==> src/brr_pkg.sv <==
// ----------------------------------------------------------------------------
// Bounded random range reducer package
// Shared widths, command codes and the command item that travels from the
// front end through the queue to the back end.
// ----------------------------------------------------------------------------
package brr_pkg;

	localparam int ValueW  = 64;
	localparam int WordW   = 32;
	localparam int ShiftW  = 6;
	localparam int CountW  = 2;
	localparam int BitsW   = 7;
	localparam int GroupW  = 16;
	localparam int Groups  = ValueW / GroupW;
	localparam int GposW   = $clog2(GroupW);
	localparam int GselW   = $clog2(Groups);
	localparam int QDepth  = 2;
	localparam int QPtrW   = (QDepth > 1) ? $clog2(QDepth) : 1;
	localparam int QCountW = $clog2(QDepth + 1);

	// Input item mode codes.
	localparam logic MODE_REQUEST = 1'b0;
	localparam logic MODE_WORD    = 1'b1;

	typedef logic [1:0] kind_t;

	// Command kinds handed to the back end.
	localparam kind_t CMD_WORD  = 2'd0;
	localparam kind_t CMD_SETUP = 2'd1;
	localparam kind_t CMD_ZERO  = 2'd2;

	typedef struct packed {
		kind_t              kind;
		logic               full;
		logic [ValueW-1:0]  data;          // range size for a setup, word for a word
		logic [ShiftW-1:0]  shift;
		logic [CountW-1:0]  first_cnt;
		logic [CountW-1:0]  total_cnt;
		logic [WordW-1:0]   low_mask;
		logic [WordW-1:0]   high_mask;
		logic               first_lim_hi;  // reject limit is 2^32, else 0
		logic               second_lim_hi;
	} cmd_t;

	// A mask with the given number of low bits set, saturating at a full word.
	function automatic logic [WordW-1:0] mask_of(input logic [ShiftW-1:0] nbits);
		logic [WordW-1:0] m;
		if (nbits >= ShiftW'(WordW)) begin
			m = '1;
		end else begin
			m = ~({WordW{1'b1}} << nbits);
		end
		return m;
	endfunction

endpackage

==> src/brr_if.sv <==
// ----------------------------------------------------------------------------
// Bounded random range reducer channels
// Valid/ready channel for input items and for result items.
// ----------------------------------------------------------------------------
interface brr_in_if import brr_pkg::*; ();
	logic              valid;
	logic              ready;
	logic              mode;
	logic [ValueW-1:0] bound;
	logic [WordW-1:0]  random_word;

	modport source (output valid, output mode, output bound, output random_word,
		input ready);
	modport sink (input valid, input mode, input bound, input random_word,
		output ready);
endinterface

interface brr_out_if import brr_pkg::*; ();
	logic              valid;
	logic              ready;
	logic [ValueW-1:0] value;

	modport source (output valid, output value, input ready);
	modport sink (input valid, input value, output ready);
endinterface

==> src/brr_front.sv <==
// ----------------------------------------------------------------------------
// Bounded random range reducer front end
// Accepts input items, classifies them and works out the draw set-up for a
// request: bit count from the top set bit of the bound, word counts, shift,
// masks and reject limits.
// ----------------------------------------------------------------------------
module brr_front import brr_pkg::*; (
	input  logic     clk,
	input  logic     arst_n,
	brr_in_if.sink   items,
	output cmd_t     cmd,
	output logic     cmd_valid,
	input  logic     cmd_ready
);

	logic                          valid_s1;
	kind_t                         kind_s1;
	logic [ValueW-1:0]             data_s1;
	logic                          full_s1;
	logic [Groups-1:0]             grp_nz_s1;
	logic [Groups-1:0][GposW-1:0]  grp_pos_s1;

	kind_t                         kind_d;
	logic [ValueW-1:0]             data_d;
	logic [Groups-1:0]             grp_nz_d;
	logic [Groups-1:0][GposW-1:0]  grp_pos_d;
	logic                          accept;

	logic [ShiftW-1:0]             msb;
	logic [BitsW-1:0]              bits;
	logic                          two_words;
	logic [ShiftW-1:0]             shift;

	// Position of the highest set bit in one group of the bound.
	function automatic logic [GposW-1:0] lead_pos(input logic [GroupW-1:0] x);
		logic [GposW-1:0] p;
		p = '0;
		for (int i = 0; i < GroupW; i++) begin
			if (x[i]) begin
				p = GposW'(i);
			end
		end
		return p;
	endfunction

	assign items.ready = !valid_s1 || cmd_ready;
	assign accept      = items.valid && items.ready;

	always_comb begin
		for (int g = 0; g < Groups; g++) begin
			grp_nz_d[g]  = |items.bound[g*GroupW +: GroupW];
			grp_pos_d[g] = lead_pos(items.bound[g*GroupW +: GroupW]);
		end
		if (items.mode == MODE_WORD) begin
			kind_d = CMD_WORD;
			data_d = {{(ValueW-WordW){1'b0}}, items.random_word};
		end else begin
			kind_d = (items.bound == '0) ? CMD_ZERO : CMD_SETUP;
			data_d = items.bound + ValueW'(1);
		end
	end

	always_ff @(posedge clk or negedge arst_n) begin
		if (!arst_n) begin
			valid_s1 <= 1'b0;
		end else if (accept) begin
			valid_s1 <= 1'b1;
		end else if (cmd_ready) begin
			valid_s1 <= 1'b0;
		end
	end

	always_ff @(posedge clk) begin
		if (accept) begin
			kind_s1    <= kind_d;
			data_s1    <= data_d;
			full_s1    <= &items.bound;
			grp_nz_s1  <= grp_nz_d;
			grp_pos_s1 <= grp_pos_d;
		end
	end

	// The bit count is the bit length of the bound itself.
	always_comb begin
		msb = '0;
		for (int g = 0; g < Groups; g++) begin
			if (grp_nz_s1[g]) begin
				msb = {GselW'(g), grp_pos_s1[g]};
			end
		end
		bits      = {1'b0, msb} + BitsW'(1);
		two_words = bits > BitsW'(WordW);
		shift     = two_words ? bits[ShiftW:1] : bits[ShiftW-1:0];

		cmd.kind          = kind_s1;
		cmd.full          = full_s1;
		cmd.data          = data_s1;
		cmd.shift         = shift;
		cmd.total_cnt     = two_words ? CountW'(2) : CountW'(1);
		cmd.first_cnt     = (two_words && !bits[0]) ? CountW'(2) : CountW'(1);
		cmd.low_mask      = mask_of(shift);
		cmd.high_mask     = (shift >= ShiftW'(WordW - 1)) ? '1 : mask_of(shift + ShiftW'(1));
		cmd.first_lim_hi  = shift <= ShiftW'(WordW);
		cmd.second_lim_hi = !full_s1 && (shift < ShiftW'(WordW));
	end

	assign cmd_valid = valid_s1;

endmodule

==> src/brr_queue.sv <==
// ----------------------------------------------------------------------------
// Bounded random range reducer command queue
// Short first-in first-out queue between the front end and the back end.
// ----------------------------------------------------------------------------
module brr_queue import brr_pkg::*; (
	input  logic clk,
	input  logic arst_n,
	input  cmd_t push_cmd,
	input  logic push_valid,
	output logic push_ready,
	output cmd_t pop_cmd,
	output logic pop_valid,
	input  logic pop_ready
);

	cmd_t                entry_q [QDepth];
	logic [QPtrW-1:0]    wr_ptr_q;
	logic [QPtrW-1:0]    rd_ptr_q;
	logic [QCountW-1:0]  count_q;
	logic                push;
	logic                pop;

	function automatic logic [QPtrW-1:0] next_ptr(input logic [QPtrW-1:0] p);
		return (p == QPtrW'(QDepth - 1)) ? '0 : p + QPtrW'(1);
	endfunction

	assign push_ready = count_q != QCountW'(QDepth);
	assign pop_valid  = count_q != '0;
	assign push       = push_valid && push_ready;
	assign pop        = pop_valid && pop_ready;
	assign pop_cmd    = entry_q[rd_ptr_q];

	always_ff @(posedge clk or negedge arst_n) begin
		if (!arst_n) begin
			wr_ptr_q <= '0;
			rd_ptr_q <= '0;
			count_q  <= '0;
		end else begin
			if (push) begin
				wr_ptr_q <= next_ptr(wr_ptr_q);
			end
			if (pop) begin
				rd_ptr_q <= next_ptr(rd_ptr_q);
			end
			if (push && !pop) begin
				count_q <= count_q + QCountW'(1);
			end else if (pop && !push) begin
				count_q <= count_q - QCountW'(1);
			end
		end
	end

	always_ff @(posedge clk) begin
		if (push) begin
			entry_q[wr_ptr_q] <= push_cmd;
		end
	end

endmodule

==> src/brr_back.sv <==
// ----------------------------------------------------------------------------
// Bounded random range reducer back end
// Holds the draw state, folds accepted words into the accumulator, rejects
// oversized values and drives the result register.
// ----------------------------------------------------------------------------
module brr_back import brr_pkg::*; (
	input  logic      clk,
	input  logic      arst_n,
	input  cmd_t      cmd,
	input  logic      cmd_valid,
	output logic      cmd_ready,
	brr_out_if.source results
);

	logic               busy_q;
	logic [ValueW-1:0]  range_q;
	logic               full_q;
	logic [ShiftW-1:0]  shift_q;
	logic [CountW-1:0]  first_cnt_q;
	logic [CountW-1:0]  total_cnt_q;
	logic [WordW-1:0]   low_mask_q;
	logic [WordW-1:0]   high_mask_q;
	logic               first_lim_hi_q;
	logic               second_lim_hi_q;
	logic [ValueW-1:0]  acc_q;
	logic [CountW-1:0]  taken_q;
	logic               out_valid_q;
	logic [ValueW-1:0]  value_q;

	logic               take;
	logic               first_phase;
	logic               lim_hi;
	logic [ShiftW-1:0]  sh;
	logic [WordW-1:0]   mask;
	logic [ValueW-1:0]  acc_next;
	logic [CountW-1:0]  taken_next;
	logic               word_used;
	logic               done;
	logic               oversize;
	logic               emit;

	assign cmd_ready = !out_valid_q || results.ready;
	assign take      = cmd_valid && cmd_ready;

	always_comb begin
		first_phase = taken_q < first_cnt_q;
		lim_hi      = first_phase ? first_lim_hi_q : second_lim_hi_q;
		sh          = first_phase ? shift_q : shift_q + ShiftW'(1);
		mask        = first_phase ? low_mask_q : high_mask_q;
		// The shifted accumulator has zeros wherever the masked word has bits.
		acc_next    = (acc_q << sh) | {{(ValueW-WordW){1'b0}}, cmd.data[WordW-1:0] & mask};
		taken_next  = taken_q + CountW'(1);
		done        = !(taken_next < total_cnt_q);
		oversize    = !full_q && (acc_next >= range_q);
		word_used   = take && (cmd.kind == CMD_WORD) && busy_q && lim_hi;
		emit        = (take && (cmd.kind == CMD_ZERO)) || (word_used && done && !oversize);
	end

	always_ff @(posedge clk or negedge arst_n) begin
		if (!arst_n) begin
			busy_q          <= 1'b0;
			range_q         <= '0;
			full_q          <= 1'b0;
			shift_q         <= '0;
			first_cnt_q     <= '0;
			total_cnt_q     <= '0;
			low_mask_q      <= '0;
			high_mask_q     <= '0;
			first_lim_hi_q  <= 1'b0;
			second_lim_hi_q <= 1'b0;
			acc_q           <= '0;
			taken_q         <= '0;
			out_valid_q     <= 1'b0;
		end else begin
			// A new result loads the register; otherwise a taken one leaves it.
			out_valid_q <= emit || (out_valid_q && !results.ready);
			if (take) begin
				case (cmd.kind)
					CMD_ZERO: begin
						busy_q  <= 1'b0;
						acc_q   <= '0;
						taken_q <= '0;
					end
					CMD_SETUP: begin
						busy_q          <= 1'b1;
						range_q         <= cmd.data;
						full_q          <= cmd.full;
						shift_q         <= cmd.shift;
						first_cnt_q     <= cmd.first_cnt;
						total_cnt_q     <= cmd.total_cnt;
						low_mask_q      <= cmd.low_mask;
						high_mask_q     <= cmd.high_mask;
						first_lim_hi_q  <= cmd.first_lim_hi;
						second_lim_hi_q <= cmd.second_lim_hi;
						acc_q           <= '0;
						taken_q         <= '0;
					end
					CMD_WORD: begin
						if (word_used) begin
							if (!done) begin
								acc_q   <= acc_next;
								taken_q <= taken_next;
							end else begin
								acc_q   <= '0;
								taken_q <= '0;
								if (!oversize) begin
									busy_q <= 1'b0;
								end
							end
						end
					end
					default: begin
					end
				endcase
			end
		end
	end

	always_ff @(posedge clk) begin
		if (emit) begin
			value_q <= (cmd.kind == CMD_ZERO) ? '0 : acc_next;
		end
	end

	assign results.valid = out_valid_q;
	assign results.value = value_q;

endmodule

==> src/bounded_random_range_reducer.sv <==
// ----------------------------------------------------------------------------
// Bounded random range reducer
// Turns raw 32-bit random words into a uniform integer from 0 to a requested
// bound with the independent-bits construction.
// ----------------------------------------------------------------------------
//
//   Channel   Direction  Payload                        Handshake
//   items     in         mode, bound[63:0], word[31:0]  valid/ready
//   results   out        value[63:0]                    valid/ready
//
// Every item, request or word, passes the front register, the queue and the back
// end, so the block takes one item per clock while no result is stalled.
// A result then waits in the result register of the back end until it is taken.
// The back end stalls only while the result register holds an untaken result;
// the two-entry queue lets the front keep taking items meanwhile.
// Reset clears the draw state, the queue and the result register at once.
//
// A request sets the draw up: the bit count is the bit length of the bound,
// the words per assembly are one or two, and the first phase holds
// n - (w mod n) words of w/n bits each, the rest one bit more. A request with
// bound zero gives zero at once and ends any draw. A request while a draw is
// running restarts it; a word that arrives with no draw running is dropped.
// A finished value at or above bound + 1 restarts the assembly. The full
// 64-bit range takes two whole words, high word first, and is never rejected.
// ----------------------------------------------------------------------------
module bounded_random_range_reducer import brr_pkg::*; (
	input  logic      clk,
	input  logic      arst_n,
	brr_in_if.sink    items,
	brr_out_if.source results
);

	cmd_t front_cmd;
	logic front_valid;
	logic front_ready;
	cmd_t back_cmd;
	logic back_valid;
	logic back_ready;

	// Classification and set-up arithmetic.
	brr_front u_front (
		.clk       (clk),
		.arst_n    (arst_n),
		.items     (items),
		.cmd       (front_cmd),
		.cmd_valid (front_valid),
		.cmd_ready (front_ready)
	);

	// Decouples the front from stalls on the result side.
	brr_queue u_queue (
		.clk        (clk),
		.arst_n     (arst_n),
		.push_cmd   (front_cmd),
		.push_valid (front_valid),
		.push_ready (front_ready),
		.pop_cmd    (back_cmd),
		.pop_valid  (back_valid),
		.pop_ready  (back_ready)
	);

	// Draw state, accumulation, rejection and the result register.
	brr_back u_back (
		.clk       (clk),
		.arst_n    (arst_n),
		.cmd       (back_cmd),
		.cmd_valid (back_valid),
		.cmd_ready (back_ready),
		.results   (results)
	);

endmodule

==> src/flat_wrapper.sv <==
// flat-port wrapper written by rule: the top's interface ports become plain ports
module bounded_random_range_reducer_flat import brr_pkg::*;
  (clk, arst_n, items_valid, items_mode, items_bound, items_random_word, items_ready, results_valid, results_value, results_ready);
  brr_in_if items_i ();
  brr_out_if results_i ();
  input  logic clk;
  input  logic arst_n;
  input wire logic [$bits(items_i.valid)-1:0] items_valid;
  input wire logic [$bits(items_i.mode)-1:0] items_mode;
  input wire logic [$bits(items_i.bound)-1:0] items_bound;
  input wire logic [$bits(items_i.random_word)-1:0] items_random_word;
  output wire logic [$bits(items_i.ready)-1:0] items_ready;
  output wire logic [$bits(results_i.valid)-1:0] results_valid;
  output wire logic [$bits(results_i.value)-1:0] results_value;
  input wire logic [$bits(results_i.ready)-1:0] results_ready;
  assign items_i.valid = items_valid;
  assign items_i.mode = items_mode;
  assign items_i.bound = items_bound;
  assign items_i.random_word = items_random_word;
  assign items_ready = items_i.ready;
  assign results_valid = results_i.valid;
  assign results_value = results_i.value;
  assign results_i.ready = results_ready;
  bounded_random_range_reducer u_core (.clk(clk), .arst_n(arst_n), .items(items_i), .results(results_i));
endmodule
==> config.mk <==
export PLATFORM = sky130hd
export DESIGN_NAME = bounded_random_range_reducer_flat
export DESIGN_NICKNAME = d
export VERILOG_FILES = /design/src/brr_pkg.sv /design/src/brr_if.sv /design/src/brr_front.sv /design/src/brr_queue.sv /design/src/brr_back.sv /design/src/bounded_random_range_reducer.sv /design/src/flat_wrapper.sv
export SDC_FILE = /design/constraint.sdc
export NUM_CORES = 1
export LEC_CHECK = 0
export BUFFER_PORTS_ARGS = -buffer_cell sky130_fd_sc_hd__buf_4
export CORE_AREA = 3 3 353 355
export DETAILED_ROUTE_END_ITERATION = 12
export DIE_AREA = 0 0 356 358
export MAX_ROUTING_LAYER = met4
export PLACE_DENSITY_LB_ADDON = 0.12
export REMOVE_ABC_BUFFERS = 1
export SYNTH_ARGS = -nofsm -noshare
export SYNTH_HDL_FRONTEND = slang
export SYNTH_HIERARCHICAL = 1
export SYNTH_SLANG_ARGS = --single-unit
==> constraint.sdc <==
create_clock -name clk -period 10.2 [get_ports clk]
set_clock_uncertainty 0.1 [all_clocks]
set_input_delay 2.04 -clock clk [delete_from_list [all_inputs] [get_ports clk]]
set_output_delay 2.04 -clock clk [all_outputs]
set_load 0.02 [all_outputs]
==> flow_summary.toml <==
[run_status]
status = "complete, no violations"

[synthesis]
async_reset_ff_share_pct = 32.9
synth_ff_type = "edfxtp_1"
synth-seq-area-share_pct = 50.8
syn_area_per_cell_sq_um = 11.4
synth_area_sq_um = 36400
synth_seq_cells = 651
synth-warning-count = 6
synth_edf_count = 437
synth_cells = 3194
ys_types = 129

[worst_setup_path]
worst-setup-path-type = "flop to flop"
cp-start-kind = "flop"
cp.arrival_ns = 8.05
r2r-start = "u_core/u_back/taken_q[1]"
endpoint_kind = "flop"
crit_fanout = 64
cp_data_required_time_ns = 10.35
worstSetupStartpoint = "u_core/u_back/taken_q[1]"
r2r_end = "u_core/u_back/results.value[5]"
r2r_cells = 16
r2r_setup_slack_ns = 2.31

[placement]
post-place-ws_ns = 2.29
port_buffers = 166
place_hpwl_microns = 94200
place.gp.congestion = 0.948

[clock_tree]
ctsRootBufferMaster = "clkbuf_16"
cts_sinks = 651
clock_latency_ns = 0.64
cts_resized = 0
clk_pin_slew_worst_paths_ns = 0.06
cts_tree = "yes"
htreeDepth = 3
cts_buffers = 77
post_cts_buffers = 0
cts_buffer_depth = 3
postCtsHoldBufs = 0

[cells_and_area]
areaGrowthSynthToFinish_pct = 14.5
drive_above_1_share_pct = 22.6
fillCellCount = 12300
final_net_count = 3482

[floorplan]
die-area_sq_um = 127000
fp.dieW_microns = 356
initial_core_util_pct = 29.9
rows = 128
pin_count = 167
core-area_sq_um = 122000
fp.dieH_microns = 358

[timing]
fin_ws_ns = 2.31
hold_viol = 0
layout_min_cycle_time_ns = 7.89
fmax_mhz = 127
rsz0062_at_grt = "false"
finalSetupTns_ns = 0
relSlewSlack_pct = 4.78
period_share_pct = 77.4
finalSetupViolations = 0
tightest_slew_ns = 1.41
slew_viol_final = 0

[route]
drt-vias-per-instance = 5.38
drt-total-wl_microns = 130000
vias = 26800
ant_nets = 0
drtIter0Drc = 2509
drc = 0
routedWlPerCell_microns = 26.0
first_pass_iters = 9

[worst_hold_path]
hp-class = "flop to flop"
hold_path_end = "u_core/u_queue/entry_q[1][141]"
hold-path-cell-count = 0
hp-start = "u_core/u_front/kind_s1[0]"

[global_routing]
use_met2_pct = 30.2
grt_first_pass_wirelength_microns = 188000
grt_pass1_vias = 26400
antenna_found_initial = 5
grt_usage_pct = 20.6
grt_max_degree = 131
grt.met3_usage_pct = 3.28
use_met1_pct = 29.0
top_usage_layer = "met2"
gr-total-overflow = 0

[power_and_ir_drop]
power.density_nw_per_um2 = 368
power.switching_uw = 7160
power_leakage_uw = 0.0156
ir_worst_vdd_uv = 209
pwr-share-comb_pct = 53.8
p_sw_share_pct = 46.6
power.internal_uw = 8190
pwr-share-seq_pct = 28.7
clkPwrFrac_pct = 17.6

[run]
cap_violations = 0
==> cell type report <==
type | count | area (sq um) | share of cell area (%)
inverters | 154 | 584 | 1.40
flip-flops and latches | 651 | 18500 | 44.4
diodes | 6 | 15.0 | 0.0360
multi-input cells | 2196 | 16400 | 39.4
clock buffers | 107 | 2120 | 5.09
repair buffers | 218 | 1670 | 4.01
clock inverters | 35 | 349 | 0.838
well taps | 1625 | 2030 | 4.88
==> registers in the layout, summed over array words and instances, names as in the netlist, 2 cells and up <==
register and flops:
u_core/u_back/high_mask_q 32, u_core/u_back/first_cnt_q 2, u_core/u_queue/entry_q 286, u_core/u_front/grp_pos_s1 16, u_core/u_back/shift_q 6, u_core/u_back/taken_q 2
u_core/u_back/acc_q 64, u_core/u_queue/count_q 2, u_core/u_front/data_s1 64, u_core/u_back/results.value 64, u_core/u_back/total_cnt_q 2, u_core/u_back/low_mask_q 32
u_core/u_front/kind_s1 2, u_core/u_front/grp_nz_s1 4, u_core/u_back/range_q 64
==> cell families after synthesis <==
group	after synthesis	synth area share, %
xor+xnor	62	1.55
flops	651	50.8
compound gates	737	14.1
mux	426	14.5
fa+ha+maj	83	2.85
buf+inv	347	4.38
simple gates	888	11.8
==> how the worst max path moves through the flow <==
stage                                     end  depth (start not counted)
3_3_place_gp   u_core/u_back/results.value[6]                         19
3_5_place_dp   u_core/u_back/results.value[6]                         19
4_1_cts        u_core/u_back/results.value[5]                         19
5_1_grt        u_core/u_back/results.value[6]                         19
6_report       u_core/u_back/results.value[5]                         16
2_1_floorplan  u_core/u_back/results.value[0]                         17
==> cell usage in the layout, fill, tap and decap left out, types with 24 or more instances in the layout <==
master | synthesis | layout
xnor2_1 | 40 | 40
o22ai_1 | 38 | 38
nor2_1 | 164 | 162
nand2b_1 | 28 | 28
a22oi_1 | 44 | 44
o21ai_0 | 184 | 184
nand3_1 | 100 | 100
nor3_1 | 43 | 41
mux4_2 | 24 | 24
nand2_1 | 346 | 345
ha_1 | 83 | 82
buf_4 | 23 | 215
a31oi_1 | 24 | 24
dfrtp_1 | 214 | 212
edfxtp_1 | 437 | 437
mux2i_1 | 83 | 83
and2_1 | 35 | 32
mux2_4 | 60 | 60
mux2_2 | 250 | 250
inv_1 | 146 | 146
nand4_1 | 35 | 35
clkbuf_16 | 0 | 78
a21oi_1 | 130 | 130
a211oi_1 | 44 | 44
o211ai_1 | 40 | 40
==> cells in the mapped netlist (28+ instances only) <==
library cell,instances,area share [%]
a211oi_1,44,0.91
a21oi_1,130,1.8
a22oi_1,44,0.91
and2_1,35,0.60
buf_2,52,0.72
clkbuf_1,83,0.86
dfrtp_1,214,15
edfxtp_1,437,36
ha_1,83,2.9
inv_1,146,1.5
mux2_2,250,7.7
mux2_4,60,2.5
mux2i_1,83,2.3
nand2_1,346,3.6
nand2b_1,28,0.48
nand3_1,100,1.4
nand4_1,35,0.60
nor2_1,164,1.7
nor3_1,43,0.59
o211ai_1,40,0.83
o21ai_0,184,2.5
o22ai_1,38,0.65
xnor2_1,40,0.96
==> routing by layer <==
metal	wire, microns	vias to the layer above
met2	56400	1093
met4	4040	0
met5	0	-
met1	61100	13300
met3	8190	198
li1	-	12200
==> power by group through the flow <==
| stage | sequential (uW) | clock, uW | combinational [uW] |
|---|---|---|---|
| 2_1_floorplan | 4540 | 0 | 4980 |
| 3_3_place_gp | 4430 | 0 | 8200 |
| 3_5_place_dp | 4450 | 0 | 8130 |
| 4_1_cts | 4400 | 2780 | 8170 |
| 5_1_grt | 4480 | 2890 | 8800 |
| 6_report | 4400 | 2690 | 8260 |
==> worst max-delay path, cell delays in order, from the launching register on <==
cell and delay (ns):
dfrtp_1 0.41, ha_1 0.69, inv_4 0.15, o211ai_1 0.54, o211a_2 0.99, mux2i_1 0.21
nand2_1 0.12, o21ai_1 0.16, o21ai_0 1.15, o21ai_0 0.19, ha_1 0.35, and4_1 0.22
a221o_1 0.37, o2111ai_1 0.29, a31oi_1 0.17, o41ai_1 0.44, and2_4 0.85
==> per-stage QoR <==
step,hold slack (ns),power (uW),cells,area [sq um],util [%]
3_3_place_gp,0.323,12600,4844,39200,32.2
3_5_place_dp,0.332,12600,4844,39200,32.2
2_1_floorplan,0.321,9520,3001,35400,-
4_1_cts,0.343,15300,4986,41600,34.2
6_report,0.341,15300,4992,41700,34.2
5_1_grt,0.353,16200,4989,41700,34.2
Note: power is estimated with default switching activity, not from simulation.
